$ cat src/jtl_pkg.sv
// shared types, codes and byte-class functions for the json token lexer
package jtl_pkg;

  // token class codes on the result word
  localparam logic [2:0] CLS_EOS    = 3'd0;
  localparam logic [2:0] CLS_PUNCT  = 3'd1;
  localparam logic [2:0] CLS_NUMBER = 3'd2;
  localparam logic [2:0] CLS_STRING = 3'd3;
  localparam logic [2:0] CLS_BARE   = 3'd4;

  // result queue geometry (depth is a power of two so pointers wrap)
  localparam int QDEPTH = 4;
  localparam int QPTR_W = $clog2(QDEPTH);
  localparam int QCNT_W = QPTR_W + 1;

  // one result word
  typedef struct packed {
    logic [2:0] token_class;
    logic       char_valid;
    logic [7:0] char_value;
    logic       token_end;
    logic       last_result;
  } result_t;

  function automatic logic is_punct(input logic [7:0] b);
    return b == 8'h5B || b == 8'h5D || b == 8'h7B || b == 8'h7D || b == 8'h3A;
  endfunction

  function automatic logic is_digit(input logic [7:0] b);
    return b >= 8'h30 && b <= 8'h39;
  endfunction

  function automatic logic is_number_byte(input logic [7:0] b);
    return is_digit(b) || b == 8'h2D || b == 8'h2B || b == 8'h2E
           || b == 8'h65 || b == 8'h45;
  endfunction

  function automatic logic is_bare_byte(input logic [7:0] b);
    return b > 8'd32 && !is_punct(b) && b != 8'h2C && b != 8'h22;
  endfunction

  // string escapes b f n r t, anything else passes through
  function automatic logic [7:0] map_escape(input logic [7:0] b);
    logic [7:0] m;
    unique case (b)
      8'h62:   m = 8'd8;
      8'h66:   m = 8'd12;
      8'h6E:   m = 8'd10;
      8'h72:   m = 8'd13;
      8'h74:   m = 8'd9;
      default: m = b;
    endcase
    return m;
  endfunction

  function automatic result_t make_result(input logic [2:0] cls, input logic valid,
                                          input logic [7:0] val, input logic end_flag);
    result_t r;
    r.token_class = cls;
    r.char_valid  = valid;
    r.char_value  = valid ? val : 8'd0;
    r.token_end   = end_flag;
    r.last_result = 1'b0;
    return r;
  endfunction

endpackage

$ cat src/jtl_decode.sv
// lexer mode register and per-byte decode into up to two result words
module jtl_decode import jtl_pkg::*; (
  input  logic       clk,
  input  logic       rst,
  input  logic       accept,
  input  logic [7:0] byte_value,
  input  logic       end_of_input,
  output result_t    res [2],
  output logic [1:0] res_n
);

  localparam logic [2:0] MODE_IDLE   = 3'd0;
  localparam logic [2:0] MODE_NUMBER = 3'd1;
  localparam logic [2:0] MODE_STRING = 3'd2;
  localparam logic [2:0] MODE_ESCAPE = 3'd3;
  localparam logic [2:0] MODE_BARE   = 3'd4;

  logic [2:0] mode;
  logic [2:0] mode_next;

  // token start as seen from idle
  result_t    st_res;
  logic       st_has;
  logic [2:0] st_mode;

  always_comb begin
    st_res  = make_result(CLS_BARE, 1'b1, byte_value, 1'b0);
    st_has  = 1'b1;
    st_mode = MODE_BARE;
    priority if (byte_value <= 8'd32 || byte_value == 8'h2C) begin
      st_has  = 1'b0;
      st_mode = MODE_IDLE;
    end else if (is_punct(byte_value)) begin
      st_res  = make_result(CLS_PUNCT, 1'b1, byte_value, 1'b1);
      st_mode = MODE_IDLE;
    end else if (byte_value == 8'h2D || is_digit(byte_value)) begin
      st_res  = make_result(CLS_NUMBER, 1'b1, byte_value, 1'b0);
      st_mode = MODE_NUMBER;
    end else if (byte_value == 8'h22) begin
      st_has  = 1'b0;
      st_mode = MODE_STRING;
    end else begin
      st_mode = MODE_BARE;
    end
  end

  // main decode
  always_comb begin
    res[0]    = make_result(CLS_EOS, 1'b0, 8'd0, 1'b0);
    res[1]    = make_result(CLS_EOS, 1'b0, 8'd0, 1'b0);
    res_n     = 2'd0;
    mode_next = mode;
    if (end_of_input) begin
      mode_next = MODE_IDLE;
      unique case (mode)
        MODE_NUMBER: begin
          res[0] = make_result(CLS_NUMBER, 1'b0, 8'd0, 1'b1);
          res_n  = 2'd2;
        end
        MODE_STRING, MODE_ESCAPE: begin
          res[0] = make_result(CLS_STRING, 1'b0, 8'd0, 1'b1);
          res_n  = 2'd2;
        end
        MODE_BARE: begin
          res[0] = make_result(CLS_BARE, 1'b0, 8'd0, 1'b1);
          res_n  = 2'd2;
        end
        default: res_n = 2'd1;
      endcase
      // end of stream word sits right after any closing marker
      if (res_n == 2'd1) res[0] = make_result(CLS_EOS, 1'b0, 8'd0, 1'b0);
    end else begin
      unique case (mode)
        MODE_NUMBER: begin
          if (byte_value != 8'd0 && is_number_byte(byte_value)) begin
            res[0] = make_result(CLS_NUMBER, 1'b1, byte_value, 1'b0);
            res_n  = 2'd1;
          end else begin
            res[0]    = make_result(CLS_NUMBER, 1'b0, 8'd0, 1'b1);
            res[1]    = st_res;
            res_n     = st_has ? 2'd2 : 2'd1;
            mode_next = st_mode;
          end
        end
        MODE_STRING: begin
          priority if (byte_value == 8'h22) begin
            res[0]    = make_result(CLS_STRING, 1'b0, 8'd0, 1'b1);
            res_n     = 2'd1;
            mode_next = MODE_IDLE;
          end else if (byte_value == 8'h5C) begin
            mode_next = MODE_ESCAPE;
          end else begin
            res[0] = make_result(CLS_STRING, 1'b1, byte_value, 1'b0);
            res_n  = 2'd1;
          end
        end
        MODE_ESCAPE: begin
          res[0]    = make_result(CLS_STRING, 1'b1, map_escape(byte_value), 1'b0);
          res_n     = 2'd1;
          mode_next = MODE_STRING;
        end
        MODE_BARE: begin
          if (is_bare_byte(byte_value)) begin
            res[0] = make_result(CLS_BARE, 1'b1, byte_value, 1'b0);
            res_n  = 2'd1;
          end else begin
            res[0]    = make_result(CLS_BARE, 1'b0, 8'd0, 1'b1);
            res[1]    = st_res;
            res_n     = st_has ? 2'd2 : 2'd1;
            mode_next = st_mode;
          end
        end
        default: begin
          res[0]    = st_res;
          res_n     = st_has ? 2'd1 : 2'd0;
          mode_next = st_mode;
        end
      endcase
    end
    // flag the final word of this byte
    if (res_n == 2'd1) res[0].last_result = 1'b1;
    if (res_n == 2'd2) res[1].last_result = 1'b1;
  end

  // mode register
  always_ff @(posedge clk) begin
    if (rst) begin
      mode <= MODE_IDLE;
    end else if (accept) begin
      mode <= mode_next;
    end
  end

endmodule

$ cat src/jtl_outq.sv
// small result queue: up to two words in per cycle, one word out while the output is not stalled
module jtl_outq import jtl_pkg::*; (
  input  logic       clk,
  input  logic       rst,
  input  logic [1:0] push_n,
  input  result_t    push_data [2],
  output logic       full,
  output logic       out_valid,
  input  logic       out_stall,
  output result_t    out_data
);

  result_t             entries [QDEPTH];
  logic [QPTR_W-1:0]   wptr;
  logic [QPTR_W-1:0]   rptr;
  logic [QCNT_W-1:0]   count;
  logic                pop;

  // room for two words is needed before a byte is taken
  assign full      = count > QCNT_W'(QDEPTH - 2);
  assign out_valid = count != '0;
  assign out_data  = entries[rptr];
  assign pop       = out_valid && !out_stall;

  // payload writes
  always_ff @(posedge clk) begin
    if (push_n != 2'd0) entries[wptr] <= push_data[0];
    if (push_n == 2'd2) entries[wptr + QPTR_W'(1)] <= push_data[1];
  end

  // pointers and fill count
  always_ff @(posedge clk) begin
    if (rst) begin
      wptr  <= '0;
      rptr  <= '0;
      count <= '0;
    end else begin
      wptr  <= wptr + QPTR_W'(push_n);
      if (pop) rptr <= rptr + QPTR_W'(1);
      count <= count + QCNT_W'(push_n) - QCNT_W'(pop);
    end
  end

endmodule

$ cat src/json_token_lexer.sv
// top level of the streaming json token lexer
// One byte (or end-of-input mark) is taken per cycle. Each byte yields zero, one
// or two result words; a byte that closes a number or bare word and also emits
// a word of its own, and an end of input inside a token, give two words. The
// result port moves one word per cycle through a four-word queue, so the
// sustained input rate is one byte per cycle while each byte gives at most one
// word and the output does not stall; runs where each byte gives two stall the
// input. A byte is taken while at least two queue slots are free. No memory
// clearing is needed after reset; the lexer starts idle between tokens.
module json_token_lexer import jtl_pkg::*; (
  input  logic       clk,
  input  logic       rst,
  input  logic       in_valid,
  output logic       in_stall,
  input  logic [7:0] byte_value,
  input  logic       end_of_input,
  output logic       out_valid,
  input  logic       out_stall,
  output logic [2:0] token_class,
  output logic       char_valid,
  output logic [7:0] char_value,
  output logic       token_end,
  output logic       last_result
);

  logic       accept;
  logic       full;
  result_t    res [2];
  logic [1:0] res_n;
  logic [1:0] push_n;
  result_t    head;

  assign in_stall = full;
  assign accept   = in_valid && !full;
  assign push_n   = accept ? res_n : 2'd0;

  // byte decode and mode
  jtl_decode u_decode (
    .clk          (clk),
    .rst          (rst),
    .accept       (accept),
    .byte_value   (byte_value),
    .end_of_input (end_of_input),
    .res          (res),
    .res_n        (res_n)
  );

  // result queue
  jtl_outq u_outq (
    .clk       (clk),
    .rst       (rst),
    .push_n    (push_n),
    .push_data (res),
    .full      (full),
    .out_valid (out_valid),
    .out_stall (out_stall),
    .out_data  (head)
  );

  assign token_class = head.token_class;
  assign char_valid  = head.char_valid;
  assign char_value  = head.char_value;
  assign token_end   = head.token_end;
  assign last_result = head.last_result;

endmodule

$ cat config.mk
export PLATFORM = sky130hd
export DESIGN_NAME = json_token_lexer
export DESIGN_NICKNAME = d
export VERILOG_FILES = /design/src/jtl_pkg.sv /design/src/jtl_decode.sv /design/src/jtl_outq.sv /design/src/json_token_lexer.sv
export SDC_FILE = /design/constraint.sdc
export NUM_CORES = 1
export LEC_CHECK = 0
export BUFFER_PORTS_ARGS = -buffer_cell sky130_fd_sc_hd__clkbuf_2
export CELL_PAD_IN_SITES_DETAIL_PLACEMENT = 1
export CELL_PAD_IN_SITES_GLOBAL_PLACEMENT = 2
export CORE_ASPECT_RATIO = 0.75
export CORE_MARGIN = 2
export CORE_UTILIZATION = 44
export CTS_BUF_LIST = sky130_fd_sc_hd__clkbuf_16
export DETAILED_ROUTE_END_ITERATION = 12
export GPL_TIMING_DRIVEN = 1
export PLACE_DENSITY = 0.95
export SLEW_MARGIN = 30
export SYNTH_ARGS = -nofsm -noshare
export SYNTH_HDL_FRONTEND = slang
export SYNTH_SLANG_ARGS = --single-unit
$ cat constraint.sdc
create_clock -name clk -period 5 [get_ports clk]
set_clock_uncertainty 0.1 [all_clocks]
set_input_delay 0.75 -clock clk [delete_from_list [all_inputs] [get_ports clk]]
set_output_delay 0.75 -clock clk [all_outputs]
set_load 0.1 [all_outputs]
-- Word level (Yosys, flattened, before mapping)
Memories as Yosys holds them, arrays and structs flattened. A register that Yosys moved wholly into a read port is not among the register bits.
Index checks and enable logic that the tools add are counted.
Widths: inputs -> output; s select.
- add/sub/neg operators: 5
- reduce and logical (&&, ||, !) cells: 26
- multiplexer cells: 49
- equal/unequal tests: 31
- $lt $le $gt $ge: 5
- operators by type and width (operator ; count):
    $mux 14 ; 9
    $eq 8x7->1 const B ; 12
    $pmux 14 s4 ; 1
    $eq 8x6->1 const B ; 6
    $pmux 14 s3 ; 1
    $pmux 8 s5 ; 1
    $pmux 14 s2 ; 1
    $mux 3 ; 9
    $mux 11 ; 2
    $mux 2 ; 10
    $le 8x6->1 const B ; 2
    $ne 8x6->1 const B ; 2
    $mux 13 ; 1
    $mux 1 ; 12
    $pmux 3 s4 ; 1
    $logic_or 1x1->1 ; 10
    $ge 8x6->1 const B ; 1
    $gt 8x6->1 const B ; 1
    $pmux 2 s4 ; 1
    $reduce_bool 8->1 ; 1
    $logic_and 1x1->1 ; 7
    $eq 3x2->1 const B ; 2
    $ne 3x3->1 const B ; 2
    $add 2x1->2 const B ; 2
    15 further kinds ; 19
- output and inout bits: 16
- bits in writable memories: 56
- register bits after elaboration: 10
- bits of input ports: 13
- memories kept: 1
- logic and storage cells: 121
- memories (memory ; depth ; bits a word ; read ports ; clocked after Yosys merged registers in ; write ports ; line ; RTL):
    u_outq.entries ; 4 ; 14 ; 1 ; 1 ; 2 ; jtl_outq.sv:13 ; result_t entries [QDEPTH];

-- Depth between registers and ports, before layout
Gate-level depths: netlist of run 1.
- depth in word-level cells: 16
- depth in mapped cells: 14
- mapped depth without buffers: 11

-- By module
A second synthesis of run 1 with hierarchy kept.
- cell total of the unflattened synthesis: 354
- area total of the unflattened synthesis: 4327.9 um^2
- by module, submodules not included (module ; times used ; area an instance (um^2) ; sequential area each (um^2) ; cells an instance):
    jtl_outq ; 1 ; 3238.1 ; 1861.8 ; 191
    jtl_decode ; 1 ; 1061.0 ; 60.1 ; 160
    json_token_lexer ; 1 ; 28.8 ; 0.0 ; 3

-- Worst setup path after synthesis of run 1
OpenSTA, ideal clock, no wires.
- path kind: input port to flip-flop
- start: input port byte_value[2]
- end: memory u_outq.entries[2][0] in the netlist's numbering, enable pin
- slack: 1437 ps
- buffers on the path: 2
- required time: 4496 ps
- setup time: 404 ps
- stages: 8
- data arrival time: 3058 ps
- cells stage by stage: buf_6 -> buf_2 -> o21ai_0 -> o211ai_2 -> nand2_1 -> o22ai_2 -> o211ai_1 -> o21ai_0
- RTL lines (element ; line ; RTL):
    start, declared ; json_token_lexer.sv:15 ; input logic [7:0] byte_value,
    end, declared ; jtl_outq.sv:13 ;

-- Worst setup path in the final report of run 1
- start: register u_decode.mode[0]
- end: register u_outq.count[2]
- longest elaborated chain between the ends: 8
- elaborated cells on any way between the ends: 12
- those cells by class: add/sub (2); eq/ne (4); mux (5); reduce/logical (1)
- RTL lines (element ; line ; RTL):
    start, declared ; jtl_decode.sv:18 ; logic [2:0] mode;
    start signal, assigned ; jtl_decode.sv:130 ; mode <= mode_next;
    $eq 3x1->1, or another cell as far along ; jtl_decode.sv:55, jtl_decode.sv:73 ;
    $reduce_or 4->1 (no line) ; n/a ;
    $mux 2 ; jtl_decode.sv:55 ; unique case (mode)
    $mux 2 ; jtl_decode.sv:53 ; if (end_of_input) begin
    $mux 2 (*) ; jtl_decode.sv:53 ;
    $mux 2 (*) ; json_token_lexer.sv:35 ; assign push_n = accept ? res_n : 2'd0;
    $add 3x2->3 (*) ; jtl_outq.sv:40 ; count <= count + QCNT_W'(push_n) - QCNT_W'(pop);
    $sub 3x1->3 (*) ; jtl_outq.sv:40 ;
    end signal, assigned ; jtl_outq.sv:40 ;
    end, declared ; jtl_outq.sv:16 ; logic [QCNT_W-1:0] count;
Mark *: on every way between the ends. The rest lies on a longest branch, timed or not. The select of a mux whose other input is x is not followed.
A chain may end at the register's enable or synchronous reset.

==> impl_results.md, run 1 <==
* Clk slew on worst S/H paths at 0.05 ns
* # resized after CTS at 0
* Yosys warns at 0
* Max-slew violations at 0
* GPL Wtd Cong at 0.872
* Slew headroom at 0.493
* FF+latch count, synth at 68
* Top cells by count, synth: edfxtp_1, a21oi_1, nand2_1
* Share of cells above drive strength 1 at 0.237
* Max Cap Violations at 0
* Final Cycle Share at 0.731
* Min Tclk post-route at 3.66 ns
* Peak Freq at 274 MHz
* Fill count at 966
* CTS tree: yes
* First-pass GRT wire length at 17200 um
* Syn Area/Cell at 11.3 sq um
* Vias in the first global route at 3157
* CP dominant cell by count: nor2_1
* Reg2reg setup slack at 1.34 ns
* Synth Instances at 354
* Max incr delay on CP at 0.64 ns
* Setup Buffers After CTS at 0
* Largest cells by area after synthesis: edfxtp_1, mux4_2, a21oi_1
* Antenna violations before repair at 0
* Overflow after GRT at 0
* Post-synth top area share at 0.422
* Sequence of cells on the critical path: nor2_1 > xnor2_2 > nand2_1 > nor2_1 > nand2_2 > ha_1 > inv_1 > fa_1 > xor2_1 > xnor2_1 > nor2_1
* DRC violations left at 0
* Port Buf Inserts at 28
* CP endpoint kind: flop
* Worst Max-Slew Pin Slew at 0.759 ns
* Detailed Routing Iterations Pass 1 at 5
* Leak pwr at 1.62 nW
* Yosys top cell by area: edfxtp_1
* Final hold viol count at 0
* Most common cell in the netlist: edfxtp_1
* Post-route ant nets at 0
* H-tree Lvls at 3
* Cells after DPL at 480
* Die W at 114 um
* CTS buffer count at 9
* Setup TNS at 0 ns
* Worst R2R End: u_outq.count[2]$_SDFF_PP0_
* Hpwl dp at 7550 um
* Vias per inst at 6.10
* Crit path kind: reg2reg
* Die Y at 86.4 um
* Pwr dens at 554 nW/um^2
* Initial drt markers at 286
* RSZ-0062 raised after global routing: false
* Mapped Area at 3980 sq um
* Core area at 8930 sq um
* Multi-input gate area at 1920 sq um
* GRT Overall Usage at 0.234
* Clock root cell: clkbuf_16
* Critical Path Fanout Max at 16
* Nets at 397
* Hold path startpoint: u_outq.rptr[1]$_SDFFE_PP0P_
* Initial Utilization at 0.446
* Post-synth EDFFs at 56
* Count of different cell masters after synthesis at 67
* Hold-fix buffers, CTS at 0
* Sequential area share after synthesis at 0.482
* Clk_lat worst skew at 0.33 ns
* Largest net degree at the start of global routing at 23
* Total Wirelength at 10800 um
* CP arrival at 3.77 ns
* Clk buf depth at 2
* Mapped Nets at 372
* Top_reg_cell synth: edfxtp_1
* Post-DR wirelength/cell at 21.8 um
* CP Launch Type: flop
* FFs w/ async S/R, synth at 0
* Io pins at 29
* Peak supply drop at 0.237 mV
* # clock sinks at 68
* Die ar. at 9840 sq um
* Std-Cell Rows at 30
* Area Growth Syn to Fin at 13.7%
* R2R cell count at 11
* Worst hold path stage count at 2
* Sequential Area at 1920 sq um
* Outcome: finished clean
* Reg-to-reg startpoint: u_decode.mode[0]$_SDFFE_PP0P_
* Routed vias at 3026
* Non-Filler Instances at 496
* CP max-delay cell: dfxtp_1
* Antenna Cells at 0
* Setup-failing EPs final at 0
* Hold Path Class: reg2reg
* Req. time, crit path at 5.11 ns
area by class of cell:
| type | count | area share |
|---|---|---|
| sequential | 68 | 0.424 |
| clock buffer | 9 | 0.0497 |
| tap | 112 | 0.0309 |
| timing repair buffer | 32 | 0.0376 |
| multi-input combinational | 258 | 0.423 |
| inverter | 10 | 0.00828 |
| clock inverter | 7 | 0.0257 |
how the worst max path moves through the flow:
| stage | start | to | slack, ns |
|---|---|---|---|
| floorplan | byte_value[2] | u_outq.entries[2][0]$_DFFE_PP_ | 1.44 |
| global placement | byte_value[2] | u_outq.count[2]$_SDFF_PP0_ | 1.27 |
| detailed placement | byte_value[2] | u_outq.count[2]$_SDFF_PP0_ | 1.12 |
| CTS | u_decode.mode[0]$_SDFFE_PP0P_ | u_outq.count[2]$_SDFF_PP0_ | 1.41 |
| global route | u_decode.mode[0]$_SDFFE_PP0P_ | u_outq.count[2]$_SDFF_PP0_ | 1.10 |
| finish | u_decode.mode[0]$_SDFFE_PP0P_ | u_outq.count[2]$_SDFF_PP0_ | 1.34 |
metal layers:
layer,vias to the layer above,part of all wire,track usage
met5,-,0,0
met4,0,0.016,0.0798
met3,15,0.068,0.0545
met2,123,0.46,0.372
met1,1496,0.46,0.319
li1,1392,-,-
cells by family after synthesis:
family | synth area share
simple gates | 0.186
buf+inv | 0.0361
fa+ha+maj | 0.0176
mux | 0.107
compound gates | 0.151
xor+xnor | 0.0195
flops | 0.482
sequential cells by signal (all words and copies together), names as in the netlist, named ones only:
name / cells
u_decode.mode: 3
u_outq.entries: 56
u_outq.count: 3
u_outq.wptr: 2
u_outq.rptr: 2
power breakdown:
group / internal [W] / switching [W] / leakage, nW
registers: 0.000720 / 0.0000699 / 0.612
logic: 0.000244 / 0.000750 / 0.837
clock network: 0.000486 / 0.000239 / 0.171
total: 0.00145 / 0.00106 / 1.62
cells in the final DEF (no fill, tap or decap), types with 4 or more instances in the layout:
cell	count
or3_1	4
nand2b_1	6
clkbuf_16	9
nor3_1	8
nand3_1	7
nand3_2	4
mux4_2	14
and2_1	6
nor2b_1	8
inv_1	11
o22ai_1	4
nor2_1	25
nand2_1	30
dfxtp_1	11
xor2_1	4
o21ai_0	9
edfxtp_1	56
a21oi_1	53
mux2i_1	6
buf_4	4
nor3_4	4
clkbuf_2	28
ha_1	4
nand4_1	6
worst max-delay path, delay by kind of cell (launching register included):
family | cells | cell delay [ns]
xor+xnor | 3 | 0.73
buf+inv | 1 | 0.05
flops | 1 | 0.64
fa+ha+maj | 2 | 0.74
simple gates | 5 | 1.26
through the flow:
step	cell area [sq um]	hold slack, ns	setup slack, ns	total power (W)	util
CTS	4530	0.452	1.41	0.00252	0.507
detailed placement	4190	0.439	1.12	0.00179	0.469
floorplan	3980	0.385	1.44	0.00162	-
finish	4530	0.436	1.34	0.00251	0.507
global route	4530	0.509	1.10	0.00261	0.507
global placement	4190	0.411	1.27	0.00176	0.469
No activity file was read; power rests on OpenSTA's default activity.
==> run 2: changes to the inputs <==
--- a/config.mk
+++ b/config.mk
@@ -10,11 +10,11 @@
 export CELL_PAD_IN_SITES_GLOBAL_PLACEMENT = 2
 export CORE_ASPECT_RATIO = 0.75
 export CORE_MARGIN = 2
-export CORE_UTILIZATION = 44
+export CORE_UTILIZATION = 41
 export CTS_BUF_LIST = sky130_fd_sc_hd__clkbuf_16
 export DETAILED_ROUTE_END_ITERATION = 12
 export GPL_TIMING_DRIVEN = 1
-export PLACE_DENSITY = 0.95
+export PLACE_DENSITY = 0.9
 export SLEW_MARGIN = 30
 export SYNTH_ARGS = -nofsm -noshare
 export SYNTH_HDL_FRONTEND = slang
==> constraint.sdc (replaced) <==
create_clock -name clk -period 3.56 [get_ports clk]
set_clock_uncertainty 0.1 [all_clocks]
set_input_delay 0.534 -clock clk [delete_from_list [all_inputs] [get_ports clk]]
set_output_delay 0.534 -clock clk [all_outputs]
set_load 0.1 [all_outputs]
==> impl_results.md, run 2 (synthesis results as in run 1) <==
* Outcome: finished clean (unchanged)
* Final Cycle Share at 0.858
* GRT Overall Usage at 0.215 (was 0.234)
* Min Tclk post-route at 3.06 ns
* Antenna violations before repair at 0 (unchanged)
* CTS buffer count at 9 (unchanged)
* Critical Path Fanout Max at 13 (was 16)
* Top delay family on crit path: simple AND/OR/NAND/NOR gates (unchanged)
* Die Y at 89.4 um (was 86.4 um)
* Slew headroom at 0.491 (was 0.493)
* Detailed Routing Iterations Pass 1 at 4 (was 5)
* Hpwl dp at 7450 um (was 7550 um)
* CP Launch Type: input port (was flop)
* Die W at 118 um (was 114 um)
* Post-DR wirelength/cell at 20.2 um (was 21.8 um)
* Final hold viol count at 0 (unchanged)
* Post-route ant nets at 0 (unchanged)
* CP dominant cell by count: nor2_1 (unchanged)
* Clk_lat worst skew at 0.33 ns (about the same)
* Largest net degree at the start of global routing at 23 (unchanged)
* Setup-failing EPs final at 0 (unchanged)
* Top Registers: u_outq.entries x56, u_decode.mode x3, u_outq.count x3 (unchanged)
* Io pins at 29 (unchanged)
* Commonest non-fill, non-tap cell in the layout: edfxtp_1 (unchanged)
* Port Buf Inserts at 28 (unchanged)
* Setup TNS at 0 ns (unchanged)
* Die ar. at 10500 sq um (was 9840 sq um)
* Area Growth Syn to Fin at 14.6% (was 13.7%)
* Fin area at 4570 sq um (was 4530 sq um)
* Pwr dens at 744 nW/um^2 (was 554 nW/um^2)
* Vias per inst at 5.81 (was 6.10)
* RSZ-0062 raised after global routing: false (unchanged)
* CP endpoint kind: flop (unchanged)
* Overflow after GRT at 0 (unchanged)
* Nets at 405 (was 397)
* Initial drt markers at 229 (was 286)
* Clock root cell: clkbuf_16 (unchanged)
* GPL Wtd Cong at 0.878 (was 0.872)
* CP arrival at 3.18 ns (was 3.77 ns)
* CTS tree: yes (unchanged)
* Sequence of cells on the critical path: clkbuf_2 > and3b_1 > o211ai_2 > nor2_2 > nor2_1 > nand2_2 > ha_1 > inv_1 > fa_1 > xor2_1 > xnor2_1 > nor2_1 (was nor2_1 > xnor2_2 > nand2_1 > nor2_1 > nand2_2 > ha_1 > inv_1 > fa_1 > xor2_1 > xnor2_1 > nor2_1)
* Share of cells above drive strength 1 at 0.250 (was 0.237)
* # resized after CTS at 0 (unchanged)
* # clock sinks at 68 (unchanged)
* Leak pwr at 1.63 nW (was 1.62 nW)
* Hold Path Class: in2reg (was reg2reg)
* Setup Buffers After CTS at 0 (unchanged)
* CP max-delay cell: fa_1 (was dfxtp_1)
* Max-slew violations at 0 (unchanged)
* Most frequent cells in the layout: edfxtp_1, a21oi_1, nand2_1 (unchanged)
* Clk buf depth at 2 (unchanged)
* DP Area at 4270 sq um (was 4190 sq um)
* Antenna Cells at 0 (unchanged)
* Worst path bufs/invs at 2 (was 1)
* Peak Freq at 327 MHz
* Total Wirelength at 10600 um (was 10800 um)
* Crit path kind: in2reg (was reg2reg)
* Max Cap Violations at 0 (unchanged)
* Worst Max-Slew Pin Slew at 0.762 ns (was 0.759 ns)
* First-pass GRT wire length at 17200 um (about the same)
* Clk slew on worst S/H paths at 0.06 ns (was 0.05 ns)
* Routed vias at 3045 (was 3026)
* Core area at 9540 sq um (was 8930 sq um)
* Biggest register: u_outq.entries (unchanged)
* Peak supply drop at 0.229 mV (was 0.237 mV)
* Max reg flops at 56 (unchanged)
* Vias in the first global route at 2977 (was 3157)
* Req. time, crit path at 3.68 ns (was 5.11 ns)
* Hold-fix buffers, CTS at 0 (unchanged)
* H-tree Lvls at 3 (unchanged)
* DRC violations left at 0 (unchanged)
* Max incr delay on CP at 0.42 ns (was 0.64 ns)
* Initial Utilization at 0.418 (was 0.446)
* Std-Cell Rows at 31 (was 30)
==> run 2: area by class of cell <==
cell class	instances	area (sq um)
Clock buffer	9	225
Clock inverter	7	67.6
Fill cell	1073	4980
Inverter	10	37.5
Multi-Input combinational cell	258	1920
Sequential cell	68	1920
Tap cell	132	165
Timing Repair Buffer	40	230
==> run 2: metrics by stage <==
| stage | instances | total power [W] | setup slack [ns] | util | hold slack (ns) |
|---|---|---|---|---|---|
| detailed placement | 508 | 0.00253 | 0.166 | 0.448 | 0.442 |
| finish | 524 | 0.00340 | 0.505 | 0.478 | 0.427 |
| global placement | 508 | 0.00250 | 0.310 | 0.448 | 0.414 |
| global route | 524 | 0.00353 | 0.334 | 0.478 | 0.462 |
| CTS | 524 | 0.00342 | 0.518 | 0.478 | 0.430 |
| floorplan | 354 | 0.00227 | 0.213 | - | 0.385 |
==> run 2: layer usage <==
| metal | vias up | global-route usage | routed length (um) |
|---|---|---|---|
| met5 | - | 0 | 0 |
| met4 | 0 | 0.0591 | 131 |
| met3 | 13 | 0.0351 | 546 |
| met2 | 89 | 0.346 | 4710 |
| met1 | 1524 | 0.306 | 5220 |
| li1 | 1419 | - | - |
==> run 2: path summary, 6_finish.rpt <==
kind                                  from                           to  slack [ns]  cells after the start
min reg2reg    u_outq.rptr[0]$_SDFFE_PP0P_  u_outq.rptr[0]$_SDFFE_PP0P_        0.45                      2
max                          byte_value[1]   u_outq.count[2]$_SDFF_PP0_        0.50                     12
min                                    rst   u_outq.count[2]$_SDFF_PP0_        0.43                      2
max reg2reg  u_decode.mode[1]$_SDFFE_PP0P_   u_outq.count[2]$_SDFF_PP0_        0.60                     11
==> run 2: power breakdown <==
part | switching [W] | internal, W | total [W]
combinational | 0.00108 | 0.000360 | 0.00144
clock | 0.000345 | 0.000539 | 0.000884
sequential | 0.0000616 | 0.00101 | 0.00107
total | 0.00149 | 0.00191 | 0.00340
